--- src/rtbd_pkg.sv ---
// Shared types and constants for the radio telemetry byte decoder.
// No dependencies; used by every other file of the block but rtbd_ram.
`timescale 1ns / 1ps
`default_nettype none

package rtbd_pkg;

   localparam int BYTE_W     = 8;
   localparam int KIND_W     = 3;
   localparam int READING_W  = 14;
   localparam int MPW_W      = 10;
   localparam int TENTHS_W   = 10;
   localparam int SUM_W      = 16;
   localparam int PROD_W     = 16;
   localparam int DIV_W      = 20;
   localparam int DSR_W      = 10;
   localparam int CSR_IDX_W  = 1;
   localparam int CSR_DATA_W = 10;

   localparam int TEMP_WINDOW_DEFAULT = 50;
   localparam int MPW_RESET           = 100;

   // byte range boundaries
   localparam int B_SQUELCH  = 128;
   localparam int B_ALC      = 130;
   localparam int B_FWD      = 140;
   localparam int B_REFL     = 190;
   localparam int B_OVERTEMP = 215;
   localparam int B_TEMP     = 220;
   localparam int B_TEMP_END = 250;

   localparam int PWR_SCALE    = 20;
   localparam int PWR_DIVISOR  = 99;
   localparam int TENTHS_STEP  = 25;
   localparam int TENTHS_BASE  = 175;
   localparam int FAHR_OFFSET  = 320;

   // 20/99 as one multiply: floor(p * PWR_RECIP / 2^PWR_SHIFT) equals
   // floor(20 * p / 99) for every 16-bit power product p
   localparam int PWR_RECIP = 27114700;
   localparam int PWR_SHIFT = 27;
   localparam int PWR_MUL_W = PWR_SHIFT + READING_W;

   typedef enum logic [KIND_W-1:0] {
      KIND_SIGNAL   = 3'd0,
      KIND_SQUELCH  = 3'd1,
      KIND_ALC      = 3'd2,
      KIND_FWD      = 3'd3,
      KIND_REFL     = 3'd4,
      KIND_OVERTEMP = 3'd5,
      KIND_TEMP     = 3'd6,
      KIND_IGNORED  = 3'd7
   } kind_type;

   typedef enum logic [CSR_IDX_W-1:0] {
      CSR_MAX_POWER = 1'b0,
      CSR_SHOW_FAHR = 1'b1
   } csr_index_type;

endpackage

`default_nettype wire

--- src/rtbd_ram.sv ---
// Generic single-port-write, single-port-read RAM with registered read data.
// No dependencies.
`timescale 1ns / 1ps
`default_nettype none

module rtbd_ram #(
   parameter int WIDTH = 10,
   parameter int DEPTH = 50,
   localparam int ADDR_W = (DEPTH > 1) ? $clog2(DEPTH) : 1
) (
   input  wire logic              clock,
   input  wire logic              wr_en,
   input  wire logic [ADDR_W-1:0] wr_addr,
   input  wire logic [WIDTH-1:0]  wr_data,
   input  wire logic              rd_en,
   input  wire logic [ADDR_W-1:0] rd_addr,
   output logic      [WIDTH-1:0]  rd_data
);

   logic [WIDTH-1:0] mem [DEPTH];

   always_ff @(posedge clock) begin
      if (wr_en) begin
         mem[wr_addr] <= wr_data;
      end
      if (rd_en) begin
         rd_data <= mem[rd_addr];
      end
   end

endmodule

`default_nettype wire

--- src/rtbd_div.sv ---
// Restoring divider, one quotient bit per cycle, for temperature
// averaging. Depends on rtbd_pkg.
`timescale 1ns / 1ps
`default_nettype none

module rtbd_div (
   input  wire logic                     clock,
   input  wire logic                     reset,
   input  wire logic                     start,
   input  wire logic [rtbd_pkg::DIV_W-1:0] dividend,
   input  wire logic [rtbd_pkg::DSR_W-1:0] divisor,
   output logic                          done,
   output logic      [rtbd_pkg::DIV_W-1:0] quotient
);

   localparam int DW  = rtbd_pkg::DIV_W;
   localparam int SW  = rtbd_pkg::DSR_W;
   localparam int CW  = $clog2(DW);

   logic          busy_ff, busy_in;
   logic          done_ff, done_in;
   logic [CW-1:0] cnt_ff, cnt_in;
   logic [SW-1:0] rem_ff, rem_in;
   logic [DW-1:0] quo_ff, quo_in;
   logic [SW-1:0] dsr_ff, dsr_in;

   logic [SW:0] shifted;
   logic [SW:0] diff;
   logic        ge;

   always_comb begin
      shifted = {rem_ff, quo_ff[DW-1]};
      diff    = shifted - {1'b0, dsr_ff};
      ge      = (shifted >= {1'b0, dsr_ff});

      busy_in = busy_ff;
      done_in = 1'b0;
      cnt_in  = cnt_ff;
      rem_in  = rem_ff;
      quo_in  = quo_ff;
      dsr_in  = dsr_ff;

      if (start) begin
         busy_in = 1'b1;
         cnt_in  = '0;
         rem_in  = '0;
         quo_in  = dividend;
         dsr_in  = divisor;
      end else if (busy_ff) begin
         rem_in = ge ? diff[SW-1:0] : shifted[SW-1:0];
         quo_in = {quo_ff[DW-2:0], ge};
         cnt_in = cnt_ff + 1'b1;
         if (cnt_ff == CW'(DW - 1)) begin
            busy_in = 1'b0;
            done_in = 1'b1;
         end
      end
   end

   always_ff @(posedge clock) begin
      if (reset) begin
         busy_ff <= 1'b0;
         done_ff <= 1'b0;
         cnt_ff  <= '0;
      end else begin
         busy_ff <= busy_in;
         done_ff <= done_in;
         cnt_ff  <= cnt_in;
      end
   end

   always_ff @(posedge clock) begin
      rem_ff <= rem_in;
      quo_ff <= quo_in;
      dsr_ff <= dsr_in;
   end

   assign done     = done_ff;
   assign quotient = quo_ff;

endmodule

`default_nettype wire

--- src/radio_telemetry_byte_decoder.sv ---
// Radio telemetry byte decoder: classifies bytes, scales power, averages temperature.
// Depends on rtbd_pkg, rtbd_ram and rtbd_div.
//
// Usage:
//   Request channel (req_valid/req_ready, req_telemetry_byte) takes one byte per
//   request; each request gives exactly one response on the rsp_ channel.
//   Config writes (csr_we, csr_index, csr_wdata) are registered, no read-back;
//   write them only while the block is idle.
//   One request is in flight at a time. Signal, squelch, ALC, reflected,
//   over-temp and ignored bytes go from acceptance straight to ST_OUT, which
//   raises rsp_valid and frees the input; forward power first passes ST_MUL
//   (multiply) and ST_PREP (a reciprocal multiply for the divide by 99).
//   Temperature bytes pass ST_UPD, ST_PREP and the bit-serial divider in ST_DIV
//   before ST_OUT, the slowest path; no new request is taken until ST_OUT hands
//   the result to the output register, and ST_OUT waits while that is held.
//   Temperature history sits in a RAM of TEMP_WINDOW entries: the old
//   entry is read at acceptance, the new one written back the next cycle.
//   The response sits in an output register; the next request is taken
//   while it waits, and its result holds until the register frees up.
//   Reset (synchronous) empties the history, restores max power to 100 W
//   and selects Celsius; no clearing pass is needed.
`timescale 1ns / 1ps
`default_nettype none

module radio_telemetry_byte_decoder #(
   parameter int TEMP_WINDOW = rtbd_pkg::TEMP_WINDOW_DEFAULT
) (
   input  wire logic                              clock,
   input  wire logic                              reset,
   input  wire logic                              req_valid,
   output logic                                   req_ready,
   input  wire logic [rtbd_pkg::BYTE_W-1:0]       req_telemetry_byte,
   output logic                                   rsp_valid,
   input  wire logic                              rsp_ready,
   output logic      [rtbd_pkg::KIND_W-1:0]       rsp_kind,
   output logic      [rtbd_pkg::READING_W-1:0]    rsp_reading,
   output logic                                   rsp_transmit_lock,
   output logic                                   rsp_clear_signal_meter,
   output logic                                   rsp_clear_transmit_meters,
   input  wire logic                              csr_we,
   input  wire logic [rtbd_pkg::CSR_IDX_W-1:0]    csr_index,
   input  wire logic [rtbd_pkg::CSR_DATA_W-1:0]   csr_wdata
);

   localparam int SLOT_W = (TEMP_WINDOW > 1) ? $clog2(TEMP_WINDOW) : 1;
   localparam int FILL_W = $clog2(TEMP_WINDOW + 1);
   localparam int BW     = rtbd_pkg::BYTE_W;
   localparam int RW     = rtbd_pkg::READING_W;
   localparam int TW     = rtbd_pkg::TENTHS_W;
   localparam int SUMW   = rtbd_pkg::SUM_W;
   localparam int DW     = rtbd_pkg::DIV_W;
   localparam int SW     = rtbd_pkg::DSR_W;
   localparam int PW     = rtbd_pkg::PROD_W;
   localparam int MW     = rtbd_pkg::PWR_MUL_W;

   typedef enum logic [5:0] {
      ST_IDLE = 6'b000001,
      ST_MUL  = 6'b000010,
      ST_UPD  = 6'b000100,
      ST_PREP = 6'b001000,
      ST_DIV  = 6'b010000,
      ST_OUT  = 6'b100000
   } state_type;

   state_type               state_ff, state_in;
   logic [BW-1:0]           byte_ff, byte_in;
   rtbd_pkg::kind_type      kind_ff, kind_in;
   logic [RW-1:0]           reading_ff, reading_in;
   logic                    tx_ff, tx_in;
   logic                    clr_tx_ff, clr_tx_in;
   logic [PW-1:0]           prod_ff, prod_in;
   logic [rtbd_pkg::MPW_W-1:0] mpw_ff;
   logic                    fahr_ff;
   logic [SLOT_W-1:0]       slot_ff, slot_in;
   logic [FILL_W-1:0]       fill_ff, fill_in;
   logic [SUMW-1:0]         sum_ff, sum_in;

   logic                    rsp_valid_ff, rsp_valid_in;
   logic [rtbd_pkg::KIND_W-1:0] rsp_kind_ff, rsp_kind_in;
   logic [RW-1:0]           rsp_reading_ff, rsp_reading_in;
   logic                    rsp_tx_ff, rsp_tx_in;
   logic                    rsp_clr_tx_ff, rsp_clr_tx_in;

   logic                    req_accept;
   logic                    ram_rd_en;
   logic                    ram_wr_en;
   logic [TW-1:0]           ram_rd_data;
   logic [TW-1:0]           tenths;
   logic [TW-1:0]           old_tenths;
   logic                    full;
   logic [BW-1:0]           offs;
   logic [MW-1:0]           pwr_scaled;
   logic                    div_start;
   logic [DW-1:0]           div_dividend;
   logic [SW-1:0]           div_divisor;
   logic                    div_done;
   logic [DW-1:0]           div_quotient;

   assign req_ready  = (state_ff == ST_IDLE);
   assign req_accept = req_valid && req_ready;
   assign full       = (fill_ff == FILL_W'(TEMP_WINDOW));
   // tenths of a degree C for the stored byte
   assign offs       = byte_ff - BW'(rtbd_pkg::B_TEMP);
   assign tenths     = TW'(offs) * TW'(rtbd_pkg::TENTHS_STEP) + TW'(rtbd_pkg::TENTHS_BASE);
   assign old_tenths = full ? ram_rd_data : '0;
   // power product times 20/99, the integer part sits above PWR_SHIFT
   assign pwr_scaled = MW'(prod_ff) * MW'(rtbd_pkg::PWR_RECIP);

   // old slot is read at acceptance so data is ready in ST_UPD
   assign ram_rd_en  = req_accept;
   assign ram_wr_en  = (state_ff == ST_UPD);

   rtbd_ram #(
      .WIDTH (TW),
      .DEPTH (TEMP_WINDOW)
   ) u_hist (
      .clock   (clock),
      .wr_en   (ram_wr_en),
      .wr_addr (slot_ff),
      .wr_data (tenths),
      .rd_en   (ram_rd_en),
      .rd_addr (slot_ff),
      .rd_data (ram_rd_data)
   );

   rtbd_div u_div (
      .clock    (clock),
      .reset    (reset),
      .start    (div_start),
      .dividend (div_dividend),
      .divisor  (div_divisor),
      .done     (div_done),
      .quotient (div_quotient)
   );

   always_comb begin
      state_in       = state_ff;
      byte_in        = byte_ff;
      kind_in        = kind_ff;
      reading_in     = reading_ff;
      tx_in          = tx_ff;
      clr_tx_in      = clr_tx_ff;
      prod_in        = prod_ff;
      slot_in        = slot_ff;
      fill_in        = fill_ff;
      sum_in         = sum_ff;
      rsp_valid_in   = rsp_valid_ff && !rsp_ready;
      rsp_kind_in    = rsp_kind_ff;
      rsp_reading_in = rsp_reading_ff;
      rsp_tx_in      = rsp_tx_ff;
      rsp_clr_tx_in  = rsp_clr_tx_ff;
      div_start      = 1'b0;
      div_dividend   = '0;
      div_divisor    = '0;

      unique case (state_ff)
         ST_IDLE: begin
            if (req_accept) begin
               byte_in    = req_telemetry_byte;
               reading_in = '0;
               tx_in      = 1'b0;
               clr_tx_in  = 1'b0;
               state_in   = ST_OUT;
               priority if (req_telemetry_byte < BW'(rtbd_pkg::B_SQUELCH)) begin
                  kind_in    = rtbd_pkg::KIND_SIGNAL;
                  reading_in = RW'(req_telemetry_byte);
                  clr_tx_in  = 1'b1;
               end else if (req_telemetry_byte < BW'(rtbd_pkg::B_ALC)) begin
                  kind_in    = rtbd_pkg::KIND_SQUELCH;
                  reading_in = RW'(req_telemetry_byte == BW'(rtbd_pkg::B_SQUELCH));
               end else if (req_telemetry_byte < BW'(rtbd_pkg::B_FWD)) begin
                  kind_in    = rtbd_pkg::KIND_ALC;
                  reading_in = RW'(req_telemetry_byte - BW'(rtbd_pkg::B_ALC));
               end else if (req_telemetry_byte < BW'(rtbd_pkg::B_REFL)) begin
                  kind_in    = rtbd_pkg::KIND_FWD;
                  tx_in      = 1'b1;
                  state_in   = ST_MUL;
               end else if (req_telemetry_byte < BW'(rtbd_pkg::B_OVERTEMP)) begin
                  kind_in    = rtbd_pkg::KIND_REFL;
                  reading_in = RW'(req_telemetry_byte - BW'(rtbd_pkg::B_REFL)) << 1;
                  tx_in      = 1'b1;
               end else if (req_telemetry_byte == BW'(rtbd_pkg::B_OVERTEMP)) begin
                  kind_in    = rtbd_pkg::KIND_OVERTEMP;
               end else if (req_telemetry_byte >= BW'(rtbd_pkg::B_TEMP) &&
                            req_telemetry_byte < BW'(rtbd_pkg::B_TEMP_END)) begin
                  kind_in    = rtbd_pkg::KIND_TEMP;
                  state_in   = ST_UPD;
               end else begin
                  kind_in    = rtbd_pkg::KIND_IGNORED;
               end
            end
         end
         ST_MUL: begin
            prod_in  = PW'(mpw_ff) * PW'(byte_ff - BW'(rtbd_pkg::B_FWD));
            state_in = ST_PREP;
         end
         ST_UPD: begin
            // drop the oldest entry only once the ring is full
            sum_in  = sum_ff - SUMW'(old_tenths) + SUMW'(tenths);
            slot_in = (slot_ff == SLOT_W'(TEMP_WINDOW - 1)) ? '0 : slot_ff + 1'b1;
            if (!full) begin
               fill_in = fill_ff + 1'b1;
            end
            state_in = ST_PREP;
         end
         ST_PREP: begin
            if (kind_ff == rtbd_pkg::KIND_FWD) begin
               reading_in = pwr_scaled[rtbd_pkg::PWR_SHIFT +: RW];
               state_in   = ST_OUT;
            end else begin
               div_start = 1'b1;
               if (fahr_ff) begin
                  // round(sum*9 / (5*fill))
                  div_dividend = DW'(sum_ff) * DW'(18) + DW'(fill_ff) * DW'(5);
                  div_divisor  = SW'(fill_ff) * SW'(10);
               end else begin
                  div_dividend = (DW'(sum_ff) << 1) + DW'(fill_ff);
                  div_divisor  = SW'(fill_ff) << 1;
               end
               state_in = ST_DIV;
            end
         end
         ST_DIV: begin
            if (div_done) begin
               reading_in = div_quotient[RW-1:0];
               if (kind_ff == rtbd_pkg::KIND_TEMP && fahr_ff) begin
                  reading_in = div_quotient[RW-1:0] + RW'(rtbd_pkg::FAHR_OFFSET);
               end
               state_in = ST_OUT;
            end
         end
         ST_OUT: begin
            if (!rsp_valid_ff || rsp_ready) begin
               rsp_valid_in   = 1'b1;
               rsp_kind_in    = kind_ff;
               rsp_reading_in = reading_ff;
               rsp_tx_in      = tx_ff;
               rsp_clr_tx_in  = clr_tx_ff;
               state_in       = ST_IDLE;
            end
         end
         default: begin
            state_in = ST_IDLE;
         end
      endcase
   end

   always_ff @(posedge clock) begin
      if (reset) begin
         state_ff     <= ST_IDLE;
         rsp_valid_ff <= 1'b0;
         slot_ff      <= '0;
         fill_ff      <= '0;
         sum_ff       <= '0;
      end else begin
         state_ff     <= state_in;
         rsp_valid_ff <= rsp_valid_in;
         slot_ff      <= slot_in;
         fill_ff      <= fill_in;
         sum_ff       <= sum_in;
      end
   end

   always_ff @(posedge clock) begin
      if (reset) begin
         mpw_ff  <= rtbd_pkg::MPW_W'(rtbd_pkg::MPW_RESET);
         fahr_ff <= 1'b0;
      end else if (csr_we) begin
         unique case (csr_index)
            rtbd_pkg::CSR_MAX_POWER: mpw_ff  <= csr_wdata[rtbd_pkg::MPW_W-1:0];
            rtbd_pkg::CSR_SHOW_FAHR: fahr_ff <= csr_wdata[0];
            default: ;
         endcase
      end
   end

   always_ff @(posedge clock) begin
      byte_ff        <= byte_in;
      kind_ff        <= kind_in;
      reading_ff     <= reading_in;
      tx_ff          <= tx_in;
      clr_tx_ff      <= clr_tx_in;
      prod_ff        <= prod_in;
      rsp_kind_ff    <= rsp_kind_in;
      rsp_reading_ff <= rsp_reading_in;
      rsp_tx_ff      <= rsp_tx_in;
      rsp_clr_tx_ff  <= rsp_clr_tx_in;
   end

   assign rsp_valid                 = rsp_valid_ff;
   assign rsp_kind                  = rsp_kind_ff;
   assign rsp_reading               = rsp_reading_ff;
   assign rsp_transmit_lock         = rsp_tx_ff;
   assign rsp_clear_signal_meter    = rsp_tx_ff;
   assign rsp_clear_transmit_meters = rsp_clr_tx_ff;

endmodule

`default_nettype wire

--- config.mk ---
export PLATFORM = sky130hd
export DESIGN_NAME = radio_telemetry_byte_decoder
export DESIGN_NICKNAME = d
export VERILOG_FILES = /design/src/rtbd_pkg.sv /design/src/rtbd_ram.sv /design/src/rtbd_div.sv /design/src/radio_telemetry_byte_decoder.sv
export SDC_FILE = /design/constraint.sdc
export NUM_CORES = 2
export LEC_CHECK = 0
export BUFFER_PORTS_ARGS = -buffer_cell sky130_fd_sc_hd__buf_2
export CORE_ASPECT_RATIO = 0.7
export CORE_MARGIN = 2
export CORE_UTILIZATION = 60
export DETAILED_ROUTE_END_ITERATION = 16
export PLACE_DENSITY = 0.87
export SETUP_SLACK_MARGIN = 0.5
export SKIP_CTS_REPAIR_TIMING = 1
export SKIP_LAST_GASP = 1
export SLEW_MARGIN = 10
export SYNTH_ARGS = -nofsm -noshare
export SYNTH_HDL_FRONTEND = slang
export SYNTH_SLANG_ARGS = --single-unit
--- constraint.sdc ---
create_clock -name clock -period 7.8 [get_ports clock]
set_input_delay 0.78 -clock clock [delete_from_list [all_inputs] [get_ports clock]]
set_output_delay 0.78 -clock clock [all_outputs]
set_load 0.05 [all_outputs]
==> reports/qor.yml <==
placement:
  io_buffers: 45
  place_area_mm2: 0.0392
  gp_congestion: 0.954
  dp.cells: 3837
  dp.final_hpwl_um: 64200
job:
  cap_violations: 0
timing:
  drv_slew: 0
  worst_slew_pin_slew_ns: 1.31
  tns_ns: 0
  min_period_ns: 6.65
  holdWs_ns: 0.377
  finalCritPeriodShare_pct: 85.3
  hold_violations: 0
  rsz0062_at_grt: "no"
  fmax_ghz: 0.150
  slew_headroom_pct: 12.2
  setup_violations: 0
  clock_skew_ns: 0.0776
yosys:
  ys_ff_latch: 664
  synth_cell_types: 88
  synth-edff-count: 601
  synth-seq-area-share_pct: 50.8
  synth_top_cell_by_area: "edfxtp_1"
  synth_warnings: 0
  syn_area_per_cell_um2: 12.5
  ys_top_cells_by_area: "edfxtp_1, fa_1, ha_1"
  synth_top_area_share_pct: 47.5
  synth.cell_area_mm2: 0.0380
  ys.flop_type: "edfxtp_1"
  synthesis.nets: 3576
  synth.most_common_cell: "edfxtp_1"
  synthCells: 3047
  synth_common_cells: "edfxtp_1, inv_1, ha_1, fa_1, nand2_1"
  ys_async_sr_fraction_pct: 0
global_route:
  grt_pass1_vias: 25000
  grt_pass1_wl_um: 146000
  antenna_found_initial: 4
  grt_max_degree: 62
  grtUsageTotal_pct: 29.1
  grt_overflow: 0
cells_and_area:
  final_area_mm2: 0.0414
  layout-drive-gt1-share_pct: 7.53
  antenna_cells: 0
  fin_util_pct: 65.7
  final_cells: 3948
  nets: 3599
  area_growth_pct: 8.80
die:
  row_count: 77
  pin_count: 46
  die_h_um: 215
  start_util_pct: 60.4
  die_x_um: 305
  die_area_mm2: 0.0654
  coreArea_mm2: 0.0629
setup_path:
  slowest_delay_ns: 0.77
  cp-end-kind: "flop"
  path_delay_family: "adder cells"
  crit_fanout: 12
  cp_cell_sequence: "ha_1 > o41ai_1 > nand2b_1 > fa_1 > fa_1 > fa_1 > inv_1 > fa_1 > inv_1 > fa_1 > inv_1 > ha_1 > inv_1 > nor2_1 > nor2_1 > o21bai_1 > a21oi_1 > o21bai_1 > a21oi_1 > o21ai_0 > xnor2_1"
  required_ns: 8.15
  slowest_stage: "o41ai_1"
  crit_type: "reg -> reg"
  arrival_ns: 7.01
  critPathMostFrequentCell: "fa_1"
  cp_num_buf_inv: 4
  start_kind: "flop"
clocking:
  tritoncts: "built"
  cts_root_buf: "clkbuf_16"
  cts_buffer_depth: 3
  insertion_delay_ns: 0.69
  numCtsBuffers: 59
  cts_sinks: 664
  htreeDepth: 2
  path_clk_slew_ns: 0.07
routing:
  ant_nets: 0
  wl_um: 95200
  drc: 0
  drt_iter0_markers: 3582
  firstDrtPassIters: 6
  wl_per_cell_um: 24.1
  num_vias: 25400
  routed_via_density: 6.43
min_path:
  hold_class: "in -> reg"
run_status:
  status: "complete, no violations"
power:
  p_per_area_mw_per_mm2: 292
  leakage_uw: 0.0160
  vdd_ir_drop_max_uv: 532
==> path summary, 6_finish.rpt <==
kind | slack, ns | endpoint | from | cells past startpoint
min | 0.38 | mpw_ff[9] | csr_wdata[9] | 3
max | 1.15 | prod_ff[15] | byte_ff[2] | 21
max reg2reg | 1.15 | prod_ff[15] | byte_ff[2] | 21
min reg2reg | 0.42 | rsp_reading[6] | reading_ff[6] | 0
==> routing by layer <==
metal,up-vias,wire (um),GRT usage [%],part of all wire (%)
met4,8,2650,8.22,2.8
met1,12300,37700,41.5,40
met3,252,13100,9.57,14
met5,-,52,0,0.055
li1,11000,-,-,-
met2,1752,41800,42.8,44
==> cells by family after synthesis <==
family | share of synthesized area (%)
AOI/OAI and AO/OA | 11.9
xor gates and xnor gates | 2.97
adders and majority gates | 21.0
buffers and inverters | 4.98
DFF | 50.8
muxes | 0.773
and+or+nand+nor | 7.60
==> layout make-up <==
cell class / count / area [um2]
Fill cell: 4265 / 21600
Sequential cell: 664 / 19300
Multi-Input combinational cell: 1884 / 17000
Clock buffer: 78 / 1600
Inverter: 379 / 1420
Tap cell: 829 / 1040
Clock inverter: 32 / 536
Timing Repair Buffer: 82 / 503
==> flip-flops by register name (all words and copies together) (netlist names), 5 cells and up <==
register and count:
u_hist.mem 500, u_div.quotient 20, prod_ff 16, sum_ff 16, reading_ff 14, rsp_reading 14, mpw_ff 10, u_div.rem_ff 10
u_hist.rd_data 10, u_div.dsr_ff 9, byte_ff 8, fill_ff 6, slot_ff 6, state_ff 6, u_div.cnt_ff 5
==> worst register-to-register path, delay by kind of cell, from the launching register on <==
| family | cells | cell delay, ns |
|---|---|---|
| fa+ha+maj | 7 | 3.34 |
| compound gates | 6 | 1.58 |
| flops | 1 | 0.59 |
| simple gates | 3 | 0.47 |
| buf+inv | 4 | 0.26 |
| xor+xnor | 1 | 0.15 |
==> placed cells by master (no fill, tap or decap), types with 37 or more instances in the layout <==
cell       instances
nor2_1           159
buf_2             45
nand2_1          179
ha_1             284
a22oi_1          167
a21oi_1          118
inv_1            377
xnor2_1           78
buf_4             37
edfxtp_1         601
a221oi_1          42
clkbuf_16         59
fa_1             221
o21ai_0           81
nand4_1           41
xor2_1            45
dfxtp_1           63
and2_1            39
a22o_1            43
==> per-stage QoR <==
stage               total power [uW]  worst slack, ns
finish                         12100             1.15
floorplan                       7630            0.806
CTS                            12000             1.16
global route                   12600            0.705
detailed placement              8740             1.38
global placement                8570             1.50
==> power by group <==
group | switching [uW] | internal (uW) | leakage (uW)
Combinational | 2680 | 1510 | 0.00907
Sequential | 35.5 | 4660 | 0.00593
Clock | 1360 | 1830 | 0.00103
Total | 4070 | 8000 | 0.0160
Power figures use the tool's default switching activity.
